$ cat src/qalu_pkg.sv
// ----------------------------------------------------------------------------
// Quaternion ALU package
// Shared types, codes and helpers of the quaternion arithmetic unit.
// ----------------------------------------------------------------------------
package qalu_pkg;

   localparam int FRAC_BITS_DEF   = 16;
   localparam int QUEUE_DEPTH_DEF = 4;
   localparam int COMP_W          = 66;
   localparam int SQ_W            = 65;
   localparam int SCALAR_W        = 50;
   localparam logic [SCALAR_W-1:0] SCALAR_MAX = '1;
   localparam logic signed [67:0] SAT_HI = 68'sh0_0000_0000_7FFF_FFFF;
   localparam logic signed [67:0] SAT_LO = -68'sh0_0000_0000_8000_0000;

   typedef enum logic [3:0] {
      ACT_ADD    = 4'd0,
      ACT_SUB    = 4'd1,
      ACT_MUL    = 4'd2,
      ACT_DIV    = 4'd3,
      ACT_NEG    = 4'd4,
      ACT_CONJ   = 4'd5,
      ACT_INV    = 4'd6,
      ACT_SQNORM = 4'd7,
      ACT_NORM   = 4'd8,
      ACT_EQ     = 4'd9,
      ACT_NE     = 4'd10,
      ACT_LT     = 4'd11,
      ACT_LE     = 4'd12,
      ACT_GT     = 4'd13,
      ACT_GE     = 4'd14
   } action_type;

   typedef enum logic [2:0] {
      KIND_SIMPLE,
      KIND_MUL,
      KIND_DIV,
      KIND_INV,
      KIND_SQN,
      KIND_NORM,
      KIND_CMP
   } kind_type;

   typedef enum logic [1:0] {
      ST_OK   = 2'd0,
      ST_ZDIV = 2'd1,
      ST_SAT  = 2'd2
   } status_type;

   typedef struct packed {
      action_type       action;
      kind_type         kind;
      logic [3:0][31:0] a;
      logic [3:0][31:0] b;
      logic [31:0]      radius;
   } item_type;

   typedef struct packed {
      logic [3:0][31:0]    r;
      logic [SCALAR_W-1:0] scalar;
      logic                flag;
      status_type          status;
   } result_type;

   typedef struct packed {
      logic full;
      logic empty;
   } queue_status_type;

   typedef struct packed {
      logic busy;
      logic pop;
   } back_status_type;

   typedef struct packed {
      logic [31:0] val;
      logic        ovf;
   } sat_type;

   function automatic sat_type sat32(input logic signed [67:0] v);
      sat_type r;
      if (v > SAT_HI) begin
         r.val = 32'h7FFF_FFFF;
         r.ovf = 1'b1;
      end else if (v < SAT_LO) begin
         r.val = 32'h8000_0000;
         r.ovf = 1'b1;
      end else begin
         r.val = v[31:0];
         r.ovf = 1'b0;
      end
      return r;
   endfunction

endpackage

$ cat src/qalu_front.sv
// ----------------------------------------------------------------------------
// Quaternion ALU front end
// Accepts request transfers, decodes the operation and tags each item with
// the kind of work the back end must do.
// ----------------------------------------------------------------------------
module qalu_front (
   input  logic                       req_tvalid,
   output logic                       req_tready,
   input  logic [3:0]                 req_tuser,  // action
   input  logic [287:0]               req_tdata,  // a_w a_x a_y a_z b_w b_x b_y b_z radius
   input  qalu_pkg::queue_status_type q_st,
   output logic                       q_push,
   output qalu_pkg::item_type         q_item
);
   import qalu_pkg::*;

   action_type act;

   assign act        = action_type'(req_tuser);
   assign req_tready = !q_st.full;
   assign q_push     = req_tvalid && !q_st.full;

   always_comb begin
      q_item.action = act;
      q_item.a      = req_tdata[127:0];
      q_item.b      = req_tdata[255:128];
      q_item.radius = req_tdata[287:256];
      unique case (act) inside
         ACT_MUL:                         q_item.kind = KIND_MUL;
         ACT_DIV:                         q_item.kind = KIND_DIV;
         ACT_INV:                         q_item.kind = KIND_INV;
         ACT_SQNORM:                      q_item.kind = KIND_SQN;
         ACT_NORM:                        q_item.kind = KIND_NORM;
         ACT_LT, ACT_LE, ACT_GT, ACT_GE:  q_item.kind = KIND_CMP;
         default:                         q_item.kind = KIND_SIMPLE;
      endcase
   end

endmodule

$ cat config.mk
export PLATFORM = sky130hd
export DESIGN_NAME = qalu_front
export DESIGN_NICKNAME = d
export VERILOG_FILES = /design/src/qalu_pkg.sv /design/src/qalu_front.sv
export SDC_FILE = /design/constraint.sdc
export NUM_CORES = 1
export LEC_CHECK = 0
export BUFFER_PORTS_ARGS = -buffer_cell sky130_fd_sc_hd__buf_2
export CAP_MARGIN = 20
export CORE_AREA = 2 2 233 235
export DETAILED_ROUTE_END_ITERATION = 10
export DIE_AREA = 0 0 235 237
export PLACE_DENSITY = 0.3
export SYNTH_ARGS = -nofsm -noshare
export SYNTH_HDL_FRONTEND = slang
export SYNTH_SLANG_ARGS = --single-unit
$ cat constraint.sdc
create_clock -name vclk -period 1.7
set_input_delay 0.425 -clock vclk [all_inputs]
set_output_delay 0.425 -clock vclk [all_outputs]
set_load 0.02 [all_outputs]
==> flow_summary.ini, run 1 <==
[worst_hold_path]
hold_start = req_tdata[240]
hold_path_class = input pin to primary output

[yosys]
yosysWarnings = 0
ys_seq_area_share_pct = 0
syn_area_um2 = 2276
synthCells = 306
yosysMostFrequentCell = buf_4
yosysTopAreaCell = buf_4
yosys.cell_types.count = 13
syn_avg_cell_area_um2 = 7.438
synth_fp_nets = 601
netlist_top_cells_count = buf_4, a21oi_1, inv_1
synth_top_area_share_pct = 96.32
yosys-top-cells-area = buf_4, a21oi_1, xor2_1

[place]
numPortBuffers = 15
placed_area_um2 = 1045
gp_congestion = 0.5083
post-dp-hpwl_um = 9568

[drt]
wirelength_um = 10880
drt_pre_antenna_iters = 4
vias = 686
postRouteAntennaNets = 0
drc_errors = 0
vias_per_cell = 0.9436
detail_route.iter0.violations = 27
routedWlPerCell_um = 14.97

[sta]
min_period_ps = 1634
finalMaxSlewViolations = 0
rsz0062_at_grt = no
fmax_ghz = 0.6120
fin_crit_sh_pct = 96.12
hold_violations = 0
worst_pin_slew_ps = 341.0
max-slew-margin-rel_pct = 77.42
setup_tns_ps = 0
setup_viol = 0

[layout]
nClkBuffers = 0
design.seq.count = 0
design_area_um2 = 1047
regArea_um2 = 0
nNetsFinal = 328
layout_common_cells = buf_2, inv_1, a21oi_1, buf_4
synthToLayoutAreaGrowth_pct = -53.99
final_common_cell = buf_2
drive_above_1_share_pct = 54.84
diodes = 0

[worst_setup_path]
crit_fanout = 4
critPathSlowestCell = buf_2
startpoint_type = input pin
crit_chain = buf_2, buf_4, xor2_1, nand3_1, o211ai_1, buf_2
critPathCapture = q_item[290]
startpoint = req_tuser[2]
path_common_cell = buf_2
endpoint_kind = primary output
cp.arrival_ps = 1210
required_ps = 1270
worstSetupPathType = input pin to primary output
max_stage_delay_ps = 200

[outcome]
status = completed

[floorplan]
placementRows = 85
core_area_um2 = 53280
start_util_pct = 4.271
dieArea_um2 = 55700
io_pins = 592
dieWidth_um = 235
fp.dieH_um = 237

[pwr]
p_per_area_nw_per_um2 = 77.58
power.leakage_nw = 0.1067
vdd_ir_drop_max_mv = 0.09595

[global_route]
grt_remaining_overflow = 0
grt_busiest_layer = met4
grt_max_degree = 8
met1_usage_pct = 1.586
grt_use_total_pct = 3.529
grt_pass1_vias = 877
grt_pass1_wl_um = 12210
antenna_found_initial = 0
grt_util_met3_pct = 4.080
use_met2_pct = 4.234

[clocking]
postCtsSetupRepairBufs = 0
postCtsHoldBufs = 0

[job]
drv_cap = 0
what timing repair did:
item / 4_1_cts / 5_1_grt
setup endpoints to repair: 0 / 1
resized for setup: 0 / 1
hold endpoints to repair: 0 / 0
power breakdown:
group          internal [mW]  switching, mW
Clock                      0              0
Sequential                 0              0
Combinational         0.0256         0.0556
Total                 0.0256         0.0556
cells by family (layout without fill, tap and decap cells):
group | Yosys count | in the layout | share of synthesized area, %
AND/OR/NAND/NOR | 7 | 7 | 1.924
AO/OA/AOI/OAI | 4 | 4 | 1.045
buffers and inverters | 294 | 19 | 96.65
XOR/XNOR | 1 | 1 | 0.3849
metrics by stage:
stage	hold slack [ps]	std cells	util, %	worst slack (ps)	power, mW
after global placement	850.1	727	1.961	25.72	0.08101
after detailed placement	850.1	727	1.961	44.61	0.08105
after CTS	850.1	727	1.961	44.61	0.08134
final	850.0	727	1.965	65.88	0.08125
after floorplan	926.6	306	-	224.5	1.028
after global routing	850.0	727	1.965	0.3407	0.08959
how the worst min path moves through the flow:
| stage | endpoint | cells after the start |
|---|---|---|
| finish | q_item[144] | 0 |
| global route | q_item[67] | 0 |
| CTS | q_item[115] | 0 |
| detailed placement | q_item[115] | 0 |
| global placement | q_item[115] | 0 |
| floorplan | req_tready | 1 |
layer usage:
metal | share of wire (%) | routed length, um
met1 | 15 | 1650
met2 | 34 | 3658
met3 | 28 | 3046
met4 | 23 | 2527
met5 | 0 | 0
worst max-delay path: cells and delay by family:
kind	cells	cell delay (ps)
AND/OR/NAND/NOR	1	90
AO/OA/AOI/OAI	1	110
buffers and inverters	3	460
XOR/XNOR	1	130
layout make-up:
| cell class | count | area [um^2] |
|---|---|---|
| Fill cell | 6350 | 52240 |
| Tap cell | 696 | 870.8 |
| Timing Repair Buffer | 17 | 92.59 |
| Multi-Input combinational cell | 12 | 76.32 |
| Inverter | 2 | 7.507 |
Note: power is estimated with default switching activity, not from simulation.
==> inputs of run 2 (changes only) <==
--- a/config.mk
+++ b/config.mk
@@ -5,11 +5,12 @@
 export SDC_FILE = /design/constraint.sdc
 export NUM_CORES = 1
 export LEC_CHECK = 0
+export ABC_AREA = 1
 export BUFFER_PORTS_ARGS = -buffer_cell sky130_fd_sc_hd__buf_2
 export CAP_MARGIN = 20
-export CORE_AREA = 2 2 233 235
+export CORE_AREA = 2 2 227 229
 export DETAILED_ROUTE_END_ITERATION = 10
-export DIE_AREA = 0 0 235 237
+export DIE_AREA = 0 0 229 231
 export PLACE_DENSITY = 0.3
 export SYNTH_ARGS = -nofsm -noshare
 export SYNTH_HDL_FRONTEND = slang
==> run 2 against run 1 <==
Combinational power is 13% lower. Via count fell by 3.2%. Power is 13% lower. Fmax increased by 7.2%. Sequential share of layout area unchanged. Utilization grew 0.054 points. Die area shrank 5.0%. Synthesized area increased by 0.60%. First-iteration DRC count fell by 30%. Cell count shrank 1.8%. Flip-flop and latch count did not move. Largest cell class unchanged.
==> flow_summary.ini, run 2 <==
[outcome]
status = completed

[sta]
fmax_ghz = 0.6558
max-slew-margin-rel_pct = 86.14
fin_crit_sh_pct = 89.70
rsz0062_at_grt = no
finalMaxSlewViolations = 0
min_period_ps = 1525
hold_violations = 0
holdWs_ps = 850.0
setup_viol = 0
setup_tns_ps = 0
worst_pin_slew_ps = 209.4

[yosys]
yosys-top-cells-area = buf_4, nand3_2, inv_1
yosysWarnings = 0
synthCells = 311
ys_seq_area_share_pct = 0
yosysMostFrequentCell = buf_4
syn_avg_cell_area_um2 = 7.362
yosysTopAreaCell = buf_4
netlist_top_cells_count = buf_4, inv_1, nor2_1
yosys.cell_types.count = 11
syn_area_um2 = 2290
synth_top_area_share_pct = 95.74
synth_fp_nets = 606

[pwr]
internal-power_mw = 0.02087
p_per_area_nw_per_um2 = 69.28
vdd_ir_drop_max_mv = 0.02414
swShare_pct = 70.57
combinationalPowerShare_pct = 100.0
sequentialPowerShare_pct = 0
clkPwrFrac_pct = 0
power.leakage_nw = 0.1227
p_sw_mw = 0.05004

[clocking]
post_cts_resize_count = 0
postCtsSetupRepairBufs = 0
postCtsHoldBufs = 0

[layout]
design.seq.count = 0
final_core_util_pct = 2.020
multi_input_area_um2 = 78.83
diodes = 0
nClkBuffers = 0
layout_common_cells = buf_2, inv_1, nor2_1
nFillCells = 6156
drive_above_1_share_pct = 55.88
synthToLayoutAreaGrowth_pct = -55.30
final_common_cell = buf_2
regArea_um2 = 0
nNetsFinal = 331

[drt]
drt_pre_antenna_iters = 4
vias = 664
wirelength_um = 13600
detail_route.iter0.violations = 19
postRouteAntennaNets = 0
routedWlPerCell_um = 19.05
drc_errors = 0
vias_per_cell = 0.9300

[global_route]
grt_pass1_wl_um = 14570
grt_use_total_pct = 4.670
antenna_found_initial = 0
grt_pass1_vias = 795
grt_remaining_overflow = 0
grt_max_degree = 7

[worst_setup_path]
endpoint_kind = primary output
crit_fanout = 5
startpoint = req_tuser[2]
required_ps = 1270
cp.arrival_ps = 1100
startpoint_type = input pin
worstSetupPathType = input pin to primary output

[worst_hold_path]
hold_path_class = input pin to primary output
hold_start = req_tdata[4]

[floorplan]
io_pins = 592
dieArea_um2 = 52900
fp.dieH_um = 231
core_area_um2 = 50680
start_util_pct = 4.518
placementRows = 83
dieWidth_um = 229

[place]
numPortBuffers = 15
gp_congestion = 0.5139

[job]
drv_cap = 0
[run 2: changes by cell type after synthesis, sizes merged, moves of 2 or more]
cell,delta
inv,+2
nand2,+4
nand3,+3
nor2,+2
[run 2: critical path, stage by stage]
cell and delay [ps]:
buf_2 130, inv_1 100, nor2_1 60, a21oi_1 130, buf_2 250
[run 2: path summary, 6_finish.rpt]
path / endpoint / slack [ps] / cells past startpoint
worst min-delay path: q_item[164] / 850 / 0
worst max-delay path: q_item[289] / 180 / 5
[run 2: area by class of cell]
class / instances / share of cell area (%)
inverter: 5 / 1.834
timing repair buffer: 15 / 7.335
tap: 680 / 83.13
multi-input combinational: 14 / 7.702
[run 2: per-stage QoR]
step / cell area (um^2) / worst slack (ps) / total power [mW] / std cells
after floorplan: 2290 / 382.0 / 1.030 / 311
after global placement: 1023 / 161.2 / 0.07530 / 714
after detailed placement: 1023 / 158.8 / 0.07502 / 714
after CTS: 1023 / 157.9 / 0.07515 / 714
after global routing: 1023 / 90.98 / 0.08137 / 714
final: 1023 / 175.1 / 0.07091 / 714
[run 2: cells by family (layout without fill, tap and decap cells)]
family                 after synthesis  in the layout  share of synthesized area [%]
buffers and inverters              297             20                          96.56
AO/OA/AOI/OAI                        2              2                         0.4367
AND/OR/NAND/NOR                     12             12                          3.006
[run 2: metal layers]
metal	up-vias	global-route usage, %	part of all wire, %
li1	89	-	-
met3	138	7.757	37
met5	-	0	0
met4	0	5.682	14
met2	266	6.506	39
met1	171	1.376	9.9
[run 2: power groups by stage]
stage                     clock [mW]  combinational (mW)  sequential, mW
after detailed placement           0              0.0750               0
after global routing               0              0.0814               0
final                              0              0.0709               0
after CTS                          0              0.0751               0
after floorplan                    0                1.03               0
after global placement             0              0.0753               0
==> inputs of run 3 (changes only) <==
--- a/config.mk
+++ b/config.mk
@@ -8,10 +8,12 @@
 export ABC_AREA = 1
 export BUFFER_PORTS_ARGS = -buffer_cell sky130_fd_sc_hd__buf_2
 export CAP_MARGIN = 20
-export CORE_AREA = 2 2 227 229
+export CELL_PAD_IN_SITES_DETAIL_PLACEMENT = 1
+export CELL_PAD_IN_SITES_GLOBAL_PLACEMENT = 2
+export CORE_AREA = 2 2 232 234
 export DETAILED_ROUTE_END_ITERATION = 10
-export DIE_AREA = 0 0 229 231
-export PLACE_DENSITY = 0.3
+export DIE_AREA = 0 0 234 236
+export PLACE_DENSITY = 0.51
 export SYNTH_ARGS = -nofsm -noshare
 export SYNTH_HDL_FRONTEND = slang
 export SYNTH_SLANG_ARGS = --single-unit
==> run 3 against run 2 <==
Sequential share of layout area unchanged. Global-route usage decreased by 1.5 points. Setup slack improved by 82 ps. Die area increased by 4.4%. Utilization decreased by 0.053 points. Fmax increased by 5.7%. Design area increased by 2.0%. Flip-flop and latch count unchanged. Combinational power decreased by 13%. Count of clock-buffer cells in the layout unchanged. Critical endpoint is now q_item[290]. Largest cell class unchanged.
==> flow_summary.ini, run 3 (synthesized netlist as in run 2, its figures left out) <==
[worst_setup_path]
crit_chain = buf_2, inv_1, nand3_1, nand3_2, buf_2
cp.arrival_ps = 1020
path_common_cell = buf_2
critPathSlowestCell = buf_2
crit_family = buffers and inverters
max_stage_delay_ps = 160
crit_fanout = 5
required_ps = 1270
endpoint_kind = primary output
path_buf_inv = 3
startpoint_type = input pin
worstSetupPathType = input pin to primary output

[floorplan]
dieArea_um2 = 55220
core_area_um2 = 53070
io_pins = 592
placementRows = 85
start_util_pct = 4.315
fp.dieH_um = 236
dieWidth_um = 234

[layout]
drive_above_1_share_pct = 55.88
regArea_um2 = 0
diodes = 0
final_common_cell = buf_2
synthToLayoutAreaGrowth_pct = -54.43
nClkBuffers = 0
nFillCells = 6332
design.seq.count = 0
nNetsFinal = 331
final_core_util_pct = 1.966
layout_common_cells = buf_2, inv_1, nor2_1
design_area_um2 = 1044
layout.cells.non_filler = 730

[clocking]
postCtsHoldBufs = 0
postCtsSetupRepairBufs = 0
post_cts_resize_count = 0

[global_route]
met1_usage_pct = 1.190
grt_use_total_pct = 3.145
use_met2_pct = 3.164
antenna_found_initial = 1
grt_util_met3_pct = 3.167
grt_pass1_vias = 803
grt_remaining_overflow = 0
grt_pass1_wl_um = 10790
grt_busiest_layer = met4
grt_max_degree = 7

[sta]
finalMaxSlewViolations = 0
rsz0062_at_grt = no
hold_violations = 0
max-slew-margin-rel_pct = 90.66
setup_tns_ps = 0
holdWs_ps = 850.0
fmax_ghz = 0.6932
min_period_ps = 1443
worst_pin_slew_ps = 138.6
fin_crit_sh_pct = 84.85
layout_setup_ws_ps = 257.5
setup_viol = 0

[drt]
postRouteAntennaNets = 0
routedWlPerCell_um = 13.70
wirelength_um = 10000
drt_pre_antenna_iters = 3
vias = 701
drc_errors = 0
detail_route.iter0.violations = 19
vias_per_cell = 0.9603

[job]
drv_cap = 0

[pwr]
vdd_ir_drop_max_mv = 0.02619
total_power_mw = 0.06160
power.leakage_nw = 0.1227
p_per_area_nw_per_um2 = 59.03

[place]
numPortBuffers = 15
placed_area_um2 = 1044
place_ws_ps = 255.5
gp_congestion = 0.4857
placed_cells = 730
post-dp-hpwl_um = 8248

[worst_hold_path]
hold_path_class = input pin to primary output

[outcome]
status = completed
## run 3: final cells by class
type | instances | area, um^2 | area share (%)
Tap cell | 696 | 870.8 | 83.45
Timing Repair Buffer | 15 | 75.07 | 7.194
Inverter | 5 | 18.77 | 1.799
Multi-Input combinational cell | 14 | 78.83 | 7.554
## run 3: final timing paths
path,cells after the start,endpoint,slack (ps),startpoint
hold / removal,0,q_item[117],850,req_tdata[213]
setup / recovery,5,q_item[290],260,req_tuser[2]
## run 3: per-layer routing
layer	up-vias	wire length [um]	part of all wire, %
met5	-	0	0
met4	0	3088	31
met3	192	2797	28
met2	254	2904	29
met1	166	1211	12
li1	89	-	-
## run 3: power breakdown
part / leakage, nW / switching, mW / total, mW / internal (mW)
Clock: 0 / 0 / 0 / 0
Sequential: 0 / 0 / 0 / 0
Combinational: 0.123 / 0.0408 / 0.0616 / 0.0208
Total: 0.123 / 0.0408 / 0.0616 / 0.0208
